$ cat src/rtl/core/bsoc_pkg.sv
// ----------------------------------------------------------------------------
// bsoc_pkg
// Shared types and constants of the state-of-charge estimator.
// ----------------------------------------------------------------------------
package bsoc_pkg;

	localparam int MAX_OCV_POINTS_DEF = 32;
	localparam int DVD_W = 48;
	localparam int DVS_W = 26;
	localparam int CNT_W = $clog2(DVD_W);
	localparam int SOC_W = 17;
	localparam logic [SOC_W-1:0] SOC_FULL = 17'd100000;

	typedef enum logic [1:0] {
		OP_TICK  = 2'd0,
		OP_RESET = 2'd1,
		OP_LOAD  = 2'd2,
		OP_NOP   = 2'd3
	} op_t;

	typedef enum logic [1:0] {
		REG_OCV_COUNT = 2'd0,
		REG_FULL_MV   = 2'd1,
		REG_EMPTY_MV  = 2'd2,
		REG_CAP_MAH   = 2'd3
	} reg_idx_t;

	typedef enum logic [3:0] {
		ST_IDLE,
		ST_DISPATCH,
		ST_TICK_MUL,
		ST_TICK_ACC,
		ST_TICK_CMP,
		ST_TICK_DIV,
		ST_TICK_APPLY,
		ST_EST_RD0,
		ST_EST_RDL,
		ST_EST_CHK,
		ST_SCAN_RD,
		ST_SCAN_CMP,
		ST_EST_MUL,
		ST_EST_DIV,
		ST_EST_APPLY,
		ST_DONE
	} state_t;

	typedef struct packed {
		logic             start;
		logic [DVD_W-1:0] dividend;
		logic [DVS_W-1:0] divisor;
	} div_req_t;

	typedef struct packed {
		logic             done;
		logic [DVD_W-1:0] quotient;
	} div_rsp_t;

endpackage

$ cat src/rtl/core/battery_state_of_charge_estimator_unit.sv
// ----------------------------------------------------------------------------
// battery_state_of_charge_estimator_unit
// Coulomb-counting state of charge with OCV table or two-point line reset.
// ----------------------------------------------------------------------------
// Usage:
//   Input channel (in_valid / in_stall) carries one item: op selects a tick
//   (current times elapsed time into the charge accumulator), a reset of the
//   SoC (given percent, or estimate from cell voltage) or a load of one OCV
//   table point. Every item returns exactly one transfer on the output
//   channel (out_valid / out_stall) with the SoC and a changed flag.
//   Items are worked one at a time. A tick uses the serial divide only
//   when the accumulated charge is applied. A voltage estimate over N
//   table points scans the table one entry at a time through the single
//   read port of the table RAM, and may then use the serial divide.
//   The output register frees the input side: a new item is taken in the
//   cycle the pending result transfers. While the receiver stalls, the
//   result holds and no new item is taken.
//   Reset clears SoC and accumulator, sets configuration to defaults; the OCV
//   table holds no defined content until points are loaded.
//   Configuration writes (cfg_we, cfg_index, cfg_data) apply at once.
// ----------------------------------------------------------------------------
module battery_state_of_charge_estimator_unit import bsoc_pkg::*; #(
	parameter int MAX_OCV_POINTS = MAX_OCV_POINTS_DEF
) (
	input  logic               clk,
	input  logic               arst_n,
	input  logic               in_valid,
	output logic               in_stall,
	input  logic [1:0]         op,
	input  logic signed [20:0] current_ma,
	input  logic [15:0]        elapsed_ms,
	input  logic [7:0]         set_percent,
	input  logic [15:0]        cell_voltage_mv,
	input  logic [4:0]         point_index,
	input  logic [15:0]        point_voltage_mv,
	output logic               out_valid,
	input  logic               out_stall,
	output logic [16:0]        soc_millipct,
	output logic               soc_changed,
	input  logic               cfg_we,
	input  logic [1:0]         cfg_index,
	input  logic [19:0]        cfg_data
);

	localparam int AW = $clog2(MAX_OCV_POINTS);
	localparam int NW = $clog2(MAX_OCV_POINTS + 1);

	state_t state_q, state_d;

	// configuration
	logic [5:0]  ocv_count_q;
	logic [15:0] full_mv_q;
	logic [15:0] empty_mv_q;
	logic [19:0] cap_q;

	// architectural state
	logic [SOC_W-1:0]  soc_q;
	logic [DVD_W-1:0]  acc_q;

	// latched item
	logic [1:0]         op_q;
	logic signed [20:0] cur_q;
	logic [15:0]        elap_q;
	logic [7:0]         pct_q;
	logic [15:0]        volt_q;
	logic [SOC_W-1:0]   old_q;

	// working registers
	logic signed [37:0] prod_s1;
	logic [31:0]        thr_q;
	logic [DVS_W-1:0]   dvs_q;
	logic [DVD_W-1:0]   mag_q;
	logic               neg_q;
	logic               fb_q;
	logic               dec_q;
	logic [NW-1:0]      n_q;
	logic [NW-1:0]      i_q;
	logic [16:0]        d_q;
	logic [15:0]        x0_q;
	logic [15:0]        xl_q;
	logic [15:0]        prev_q;
	logic [15:0]        cur_x_q;
	logic [DVD_W-1:0]   num_q;
	logic [15:0]        den_q;
	logic               est_go_q;

	// output register
	logic             out_valid_q;
	logic [SOC_W-1:0] out_soc_q;
	logic             out_chg_q;

	// table RAM
	logic [15:0]   ocv_mem [MAX_OCV_POINTS];
	logic [15:0]   rdata_q;
	logic [AW-1:0] raddr;

	div_req_t div_req;
	div_rsp_t div_rsp;

	logic           accept;
	logic [19:0]    cap_eff;
	logic [NW-1:0]  n_eff;
	logic [15:0]    xl_w;
	logic           dec_w;
	logic           clamp_hi;
	logic           clamp_lo;
	logic           hit;
	logic           last;
	logic [DVD_W-1:0] acc_new;
	logic signed [49:0] tick_sum;
	logic signed [39:0] y_i;
	logic signed [39:0] y_im1;
	logic signed [39:0] y_last;
	logic signed [39:0] est_sum;

	bsoc_div u_div (
		.clk    (clk),
		.arst_n (arst_n),
		.req    (div_req),
		.rsp    (div_rsp)
	);

	function automatic logic signed [39:0] y_at(input logic [16:0] d, input logic [NW-1:0] k);
		logic [23:0] p;
		p = 24'(d * k);
		return 40'sd100000 - $signed({16'd0, p});
	endfunction

	function automatic logic [SOC_W-1:0] clamp40(input logic signed [39:0] s);
		if (s < 0)
			return '0;
		else if (s > $signed({23'd0, SOC_FULL}))
			return SOC_FULL;
		else
			return s[SOC_W-1:0];
	endfunction

	function automatic logic [SOC_W-1:0] clamp50(input logic signed [49:0] s);
		if (s < 0)
			return '0;
		else if (s > $signed({33'd0, SOC_FULL}))
			return SOC_FULL;
		else
			return s[SOC_W-1:0];
	endfunction

	assign cap_eff = (cap_q == '0) ? 20'd1 : cap_q;
	assign n_eff   = (int'(ocv_count_q) > MAX_OCV_POINTS) ? NW'(MAX_OCV_POINTS)
	                                                      : NW'(ocv_count_q);

	// end-point compare; fallback takes its ends from registers
	assign xl_w     = fb_q ? xl_q : rdata_q;
	assign dec_w    = x0_q >= xl_w;
	assign clamp_hi = dec_w ? (volt_q >= x0_q) : (volt_q <= x0_q);
	assign clamp_lo = dec_w ? (volt_q <= xl_w) : (volt_q >= xl_w);
	assign hit      = dec_q ? (volt_q >= rdata_q) : (volt_q <= rdata_q);
	assign last     = (i_q + 1'b1) == n_q;

	assign acc_new  = acc_q + DVD_W'(prod_s1);
	assign tick_sum = $signed({33'd0, soc_q})
	                + (neg_q ? -$signed({2'b0, div_rsp.quotient})
	                         : $signed({2'b0, div_rsp.quotient}));

	assign y_i    = y_at(d_q, i_q);
	assign y_im1  = y_at(d_q, i_q - 1'b1);
	assign y_last = y_at(d_q, n_q - 1'b1);
	assign est_sum = dec_q ? (y_i + $signed({1'b0, div_rsp.quotient[38:0]}))
	                       : (y_im1 - $signed({1'b0, div_rsp.quotient[38:0]}));

	// next state
	always_comb begin
		state_d = state_q;
		case (state_q)
			ST_IDLE:     if (accept) state_d = ST_DISPATCH;
			ST_DISPATCH: begin
				case (op_q)
					OP_TICK:  state_d = ST_TICK_MUL;
					OP_RESET: begin
						if (pct_q <= 8'd100)
							state_d = ST_DONE;
						else if (ocv_count_q == '0)
							state_d = ST_EST_CHK;
						else if (n_eff <= NW'(1))
							state_d = ST_DONE;
						else
							state_d = ST_EST_RD0;
					end
					default:  state_d = ST_DONE;
				endcase
			end
			ST_TICK_MUL: state_d = ST_TICK_ACC;
			ST_TICK_ACC: state_d = ST_TICK_CMP;
			ST_TICK_CMP: state_d = (mag_q > DVD_W'(thr_q)) ? ST_TICK_DIV : ST_DONE;
			ST_TICK_DIV: if (div_rsp.done) state_d = ST_TICK_APPLY;
			ST_TICK_APPLY: state_d = ST_DONE;
			ST_EST_RD0:  state_d = ST_EST_RDL;
			ST_EST_RDL:  state_d = ST_EST_CHK;
			ST_EST_CHK: begin
				if (clamp_hi || clamp_lo)
					state_d = ST_DONE;
				else if (fb_q)
					state_d = ST_EST_MUL;
				else
					state_d = ST_SCAN_RD;
			end
			ST_SCAN_RD:  state_d = ST_SCAN_CMP;
			ST_SCAN_CMP: begin
				if (hit)
					state_d = ST_EST_MUL;
				else if (last)
					state_d = ST_DONE;
				else
					state_d = ST_SCAN_RD;
			end
			ST_EST_MUL:  state_d = ST_EST_DIV;
			ST_EST_DIV:  if (div_rsp.done) state_d = ST_EST_APPLY;
			ST_EST_APPLY: state_d = ST_DONE;
			ST_DONE:     state_d = ST_IDLE;
			default:     state_d = ST_IDLE;
		endcase
	end

	// control outputs
	always_comb begin
		in_stall = !((state_q == ST_IDLE) && (!out_valid_q || !out_stall));
		raddr    = '0;
		div_req.start    = 1'b0;
		div_req.dividend = num_q;
		div_req.divisor  = DVS_W'(den_q);
		case (state_q)
			ST_EST_RDL: raddr = AW'(n_q - 1'b1);
			ST_SCAN_RD: raddr = i_q[AW-1:0];
			ST_TICK_CMP: begin
				div_req.start    = mag_q > DVD_W'(thr_q);
				div_req.dividend = mag_q;
				div_req.divisor  = dvs_q;
			end
			ST_EST_MUL: div_req.start = 1'b0;
			// estimate divide starts once operands are registered
			ST_EST_DIV: div_req.start = est_go_q;
			default: ;
		endcase
	end

	assign accept = in_valid && !in_stall;

	// launch estimate divide on entry to the wait state
	always_ff @(posedge clk or negedge arst_n) begin
		if (!arst_n)
			est_go_q <= 1'b0;
		else
			est_go_q <= (state_q == ST_EST_MUL);
	end

	// state and control registers
	always_ff @(posedge clk or negedge arst_n) begin
		if (!arst_n) begin
			state_q     <= ST_IDLE;
			out_valid_q <= 1'b0;
			ocv_count_q <= '0;
			full_mv_q   <= 16'd4200;
			empty_mv_q  <= 16'd3000;
			cap_q       <= 20'd10000;
			soc_q       <= '0;
			acc_q       <= '0;
		end else begin
			state_q <= state_d;
			if (cfg_we) begin
				case (cfg_index)
					REG_OCV_COUNT: ocv_count_q <= cfg_data[5:0];
					REG_FULL_MV:   full_mv_q   <= cfg_data[15:0];
					REG_EMPTY_MV:  empty_mv_q  <= cfg_data[15:0];
					REG_CAP_MAH:   cap_q       <= cfg_data;
					default: ;
				endcase
			end
			if (state_q == ST_DONE)
				out_valid_q <= 1'b1;
			else if (out_valid_q && !out_stall)
				out_valid_q <= 1'b0;
			case (state_q)
				ST_DISPATCH: begin
					if (op_q == OP_RESET) begin
						if (pct_q <= 8'd100)
							soc_q <= SOC_W'(pct_q * 10'd1000);
						else if (ocv_count_q != '0 && n_eff <= NW'(1))
							soc_q <= SOC_FULL;
					end
				end
				ST_TICK_ACC:   acc_q <= acc_new;
				ST_TICK_APPLY: begin
					soc_q <= clamp50(tick_sum);
					acc_q <= '0;
				end
				ST_EST_CHK: begin
					if (clamp_hi)
						soc_q <= SOC_FULL;
					else if (clamp_lo)
						soc_q <= clamp40(y_last);
				end
				ST_SCAN_CMP: if (!hit && last) soc_q <= clamp40(y_last);
				ST_EST_APPLY: soc_q <= clamp40(est_sum);
				default: ;
			endcase
		end
	end

	// payload and datapath registers
	always_ff @(posedge clk) begin
		if (accept) begin
			op_q   <= op;
			cur_q  <= current_ma;
			elap_q <= elapsed_ms;
			pct_q  <= set_percent;
			volt_q <= cell_voltage_mv;
			old_q  <= soc_q;
		end
		case (state_q)
			ST_DISPATCH: begin
				fb_q <= (ocv_count_q == '0);
				if (ocv_count_q == '0) begin
					x0_q <= full_mv_q;
					xl_q <= empty_mv_q;
					n_q  <= NW'(2);
					d_q  <= 17'd100000;
				end else begin
					n_q  <= n_eff;
					d_q  <= 17'd5000;
				end
			end
			ST_TICK_MUL: begin
				prod_s1 <= 38'(cur_q * $signed({1'b0, elap_q}));
				thr_q   <= 32'(cap_eff * 12'd3600);
				dvs_q   <= DVS_W'(cap_eff * 6'd36);
			end
			ST_TICK_ACC: begin
				neg_q <= acc_new[DVD_W-1];
				mag_q <= acc_new[DVD_W-1] ? DVD_W'(-acc_new) : acc_new;
			end
			ST_EST_RDL: x0_q <= rdata_q;
			ST_EST_CHK: begin
				dec_q   <= dec_w;
				prev_q  <= x0_q;
				cur_x_q <= xl_w;
				i_q     <= NW'(1);
			end
			ST_SCAN_CMP: begin
				if (hit) begin
					cur_x_q <= rdata_q;
				end else begin
					prev_q <= rdata_q;
					i_q    <= i_q + 1'b1;
				end
			end
			ST_EST_MUL: begin
				num_q <= DVD_W'(d_q * (dec_q ? (volt_q - cur_x_q) : (volt_q - prev_q)));
				den_q <= dec_q ? (prev_q - cur_x_q) : (cur_x_q - prev_q);
			end
			ST_DONE: begin
				out_soc_q <= soc_q;
				out_chg_q <= soc_q != old_q;
			end
			default: ;
		endcase
	end

	// table RAM: write on load transfer, registered read
	always_ff @(posedge clk) begin
		if (accept && op == OP_LOAD && int'(point_index) < MAX_OCV_POINTS)
			ocv_mem[AW'(point_index)] <= point_voltage_mv;
		rdata_q <= ocv_mem[raddr];
	end

	assign out_valid    = out_valid_q;
	assign soc_millipct = out_soc_q;
	assign soc_changed  = out_chg_q;

endmodule

$ cat src/rtl/core/bsoc_div.sv
// ----------------------------------------------------------------------------
// bsoc_div
// Unsigned restoring divider, one quotient bit per cycle.
// ----------------------------------------------------------------------------
module bsoc_div import bsoc_pkg::*; (
	input  logic     clk,
	input  logic     arst_n,
	input  div_req_t req,
	output div_rsp_t rsp
);

	logic             busy_q;
	logic             done_q;
	logic [CNT_W-1:0] cnt_q;
	logic [DVS_W-1:0] rem_q;
	logic [DVS_W-1:0] dvs_q;
	logic [DVD_W-1:0] quo_q;
	logic [DVS_W:0]   trial;
	logic             fits;

	assign trial = {rem_q, quo_q[DVD_W-1]};
	assign fits  = trial >= {1'b0, dvs_q};

	always_ff @(posedge clk or negedge arst_n) begin
		if (!arst_n) begin
			busy_q <= 1'b0;
			done_q <= 1'b0;
			cnt_q  <= '0;
		end else begin
			done_q <= 1'b0;
			if (req.start) begin
				busy_q <= 1'b1;
				cnt_q  <= CNT_W'(DVD_W - 1);
			end else if (busy_q) begin
				cnt_q <= cnt_q - 1'b1;
				if (cnt_q == '0) begin
					busy_q <= 1'b0;
					done_q <= 1'b1;
				end
			end
		end
	end

	always_ff @(posedge clk) begin
		if (req.start) begin
			rem_q <= '0;
			dvs_q <= req.divisor;
			quo_q <= req.dividend;
		end else if (busy_q) begin
			// shift in next dividend bit, subtract where it fits
			rem_q <= fits ? DVS_W'(trial - {1'b0, dvs_q}) : trial[DVS_W-1:0];
			quo_q <= {quo_q[DVD_W-2:0], fits};
		end
	end

	assign rsp.done     = done_q;
	assign rsp.quotient = quo_q;

endmodule
$ cat config.mk
export PLATFORM = sky130hd
export DESIGN_NAME = battery_state_of_charge_estimator_unit
export DESIGN_NICKNAME = d
export VERILOG_FILES = /design/src/rtl/core/bsoc_pkg.sv /design/src/rtl/core/battery_state_of_charge_estimator_unit.sv /design/src/rtl/core/bsoc_div.sv
export SDC_FILE = /design/constraint.sdc
export NUM_CORES = 2
export LEC_CHECK = 0
export ABC_AREA = 1
export BUFFER_PORTS_ARGS = -buffer_cell sky130_fd_sc_hd__buf_2
export CAP_MARGIN = 10
export CORE_ASPECT_RATIO = 0.7
export CORE_MARGIN = 4
export CORE_UTILIZATION = 35
export CTS_BUF_LIST = sky130_fd_sc_hd__clkbuf_16
export DETAILED_ROUTE_END_ITERATION = 12
export PLACE_DENSITY = 0.59
export SYNTH_ARGS = -nofsm -noshare
export SYNTH_HDL_FRONTEND = slang
export SYNTH_SLANG_ARGS = --single-unit
$ cat constraint.sdc
create_clock -name clk -period 8.2 [get_ports clk]
set_clock_uncertainty 0.05 [all_clocks]
set_input_delay 0.41 -clock clk [delete_from_list [all_inputs] [get_ports clk]]
set_output_delay 0.41 -clock clk [all_outputs]
set_load 0.02 [all_outputs]
==> results.txt <==
Outcome -> finished clean
RePlAce Congestion -> 0.9897
Die height -> 436.3 µm
Minimum clock period -> 7821 ps
Worst Path Required -> 8760 ps
Slew Limit Fails -> 0
Ys async rst share -> 0.1203
Yosys Warn Count -> 0
Worst-path fanout max -> 7
Die ar. -> 0.2705 mm²
Area Overhead vs Synth -> 12.64%
DRT Pass-1 Iters -> 6
Syn Nets -> 11,948
CTS Buffer Depth -> 3
Pin count of the biggest net entering global routing -> 129
Layout cell share with drive strength beyond 1 -> 0.08184
GR Overflow Total -> 0
Max-slew headroom -> 0.2704
CP endpoint kind -> register
Final net count -> 12,241
Critical-path top delay cell -> fa_1
Unique masters post-synth -> 73
Placed Cells -> 13,947
Sequential area share after synthesis -> 0.3610
Mapped Area -> 0.09173 mm²
Port Buffers -> 130
Worst path max stage delay -> 530 ps
Post-synth EDFFs -> 960
Clk pin slew, worst setup/hold paths -> 60 ps
Die width -> 619.9 µm
Most frequent CP cell -> inv_1
Clock Sinks -> 1,139
IO Pins -> 131
WL per Instance -> 20.00 µm
Final hold violations -> 0
Mean Syn Cell Area -> 8.826 µm²
Top cell family by delay on the critical path -> adder cells
Actual slew at the worst max-slew pin -> 1091 ps
H-tree Lvls -> 3
# rows -> 156
GR Util All Layers -> 0.2087
Vias -> 73,449
Post-route ant nets -> 0
Arr. time, crit path -> 8380 ps
Final setup viols -> 0
CP Launch Type -> register
Dpl hpwl -> 224,100 µm
Clock Latency Late Sink -> 790 ps
Initial Util -> 0.3536
Global-route wire length before repair -> 439,300 µm
Main synth FF type -> edfxtp_1
Core Area -> 0.2594 mm²
Non-Filler Instances -> 14,270
Fmax -> 0.1279 GHz
DRC -> 0
Initial antenna violation count -> 20
CTS buffer count -> 119
WS Path Type -> register to register
Area share of the leading cell type in the synthesized netlist -> 0.3143
Fill cells -> 25,632
Final worst path period share -> 0.9538
Hold crit path type -> input port to register
Root Driver -> clkbuf_16
Vias in the first global route -> 72,753
Max cap viols -> 0
TritonCTS clock tree -> built
Synth area leader -> edfxtp_1
Synth Register Bits -> 1,139
Gate Count Post-Synth -> 10,393
Vias per cell -> 5.147
Synth top area cells -> edfxtp_1 (31%), fa_1 (13%), ha_1 (12%)
Buf/Inv on CP -> 10
Initial DRC count -> 7,399
Detailed Route WL -> 285,500 µm
==> worst reg2reg max path: cells and delay by family (launching register included) <==
kind	cells	cell delay (ps)
AO/OA/AOI/OAI	12	1800
adder cells (fa/ha/maj)	9	3470
buffers and inverters	10	930
flip-flops	1	520
AND/OR/NAND/NOR	8	960
==> cell families (layout without fill, tap and decap cells) <==
group                      count (synthesis)  after routing  share of synthesized area
adders and majority gates               1444           1444                     0.2447
xor gates and xnor gates                 372            372                    0.03552
buffers and inverters                   2141           2536                    0.08778
DFF                                     1139           1139                     0.3610
muxes                                      4              4                  0.0004365
other                                      0              5                          0
and+or+nand+nor                         3567           3568                     0.1621
AOI/OAI and AO/OA                       1726           1726                     0.1084
==> layout by cell type (no fill, tap or decap), drive strengths merged, types with 78 or more instances in the layout <==
master       Yosys  routed
nor2          1006    1006
clkbuf         287     119
dfrtp          121     121
inv           1827    1866
nor3            82      82
nand2         1895    1895
nand3          385     386
dlygate4sd3      0      78
xor2           248     248
a21oi          500     500
nand4           86      86
xnor2          124     124
fa             583     583
ha             861     861
edfxtp         960     960
o21ai          762     762
buf             23     403
o221ai         117     117
==> per-layer routing <==
layer	share of wire	GRT usage	vias up
met4	0.020	0.04163	0
met2	0.41	0.3058	2397
met1	0.48	0.3194	36042
met5	0	0	-
met3	0.083	0.03774	259
li1	-	-	34751
==> repair_timing <==
item / in CTS / in global routing
endpoints found under the setup margin: 4 / 40
resized for setup: 1 / 163
pin swaps: 0 / 52
hold buffers: 78 / 0
hold endpoints to repair: 140 / 0
buffers inserted: 0 / 15
gates cloned: 0 / 1
==> through the flow <==
stage | hold slack, ps | utilization | worst slack (ps) | area (µm²) | setup TNS (ps)
floorplan | 64.41 | - | 4.484 | 91760 | 0
global placement | 383.3 | 0.3766 | -93.55 | 97690 | -394.8
detailed placement | 384.8 | 0.3766 | -42.59 | 97690 | -114.7
CTS | 20.60 | 0.3951 | 78.60 | 102500 | 0
global route | 63.90 | 0.3983 | -58.28 | 103300 | -216.6
finish | 82.13 | 0.3983 | 378.5 | 103300 | 0
==> path summary, 6_finish.rpt <==
check                                      end            from  cells after the start  slack [ps]
worst max register to register       num_q[41]           dec_q                     39         380
worst max-delay path                 num_q[41]           dec_q                     39         380
max in group asynchronous         full_mv_q[4]          arst_n                      3        6510
min in group asynchronous       u_div.cnt_q[0]          arst_n                      2         210
worst min-delay path              full_mv_q[5]     cfg_data[5]                      3          80
worst min register to register        xl_q[10]  empty_mv_q[10]                      0         400
==> cell usage after synthesis (all sizes together), types with 42 or more instances <==
cell type  count
xor2         248
nor3          82
nor2        1006
ha           861
o221ai       117
inv         1827
o21ai        762
dfxtp         42
a31oi         77
nand2       1895
nand4         86
xnor2        124
edfxtp       960
dfrtp        121
clkbuf       287
nand3        385
a21oi        500
fa           583
o211ai        50
==> flip-flops by register name, indices dropped and copies added, names as in the netlist, 17 cells and up <==
| register | cells |
|---|---|
| ocv_mem | 512 |
| soc_q | 17 |
| old_q | 17 |
| num_q | 45 |
| acc_q | 48 |
| prod_s1 | 38 |
| thr_q | 25 |
| dvs_q | 24 |
| cap_q | 20 |
| mag_q | 48 |
| u_div.rem_q | 26 |
| u_div.dvs_q | 26 |
| cur_q | 21 |
| soc_millipct | 17 |
| u_div.quo_q | 48 |
==> layout make-up <==
type | count | area [µm²] | share of cell area
multi-input combinational | 7114 | 51390 | 0.4974
sequential | 1139 | 33120 | 0.3205
inverter | 1831 | 6882 | 0.06660
tap | 3476 | 4349 | 0.04209
timing repair buffer | 481 | 3565 | 0.03450
clock buffer | 119 | 2978 | 0.02882
clock inverter | 105 | 1025 | 0.009918
antenna | 5 | 12.51 | 0.0001211
Power is not shown: default switching activity piles up to over one toggle a cycle in this logic, so the estimate is an artifact.
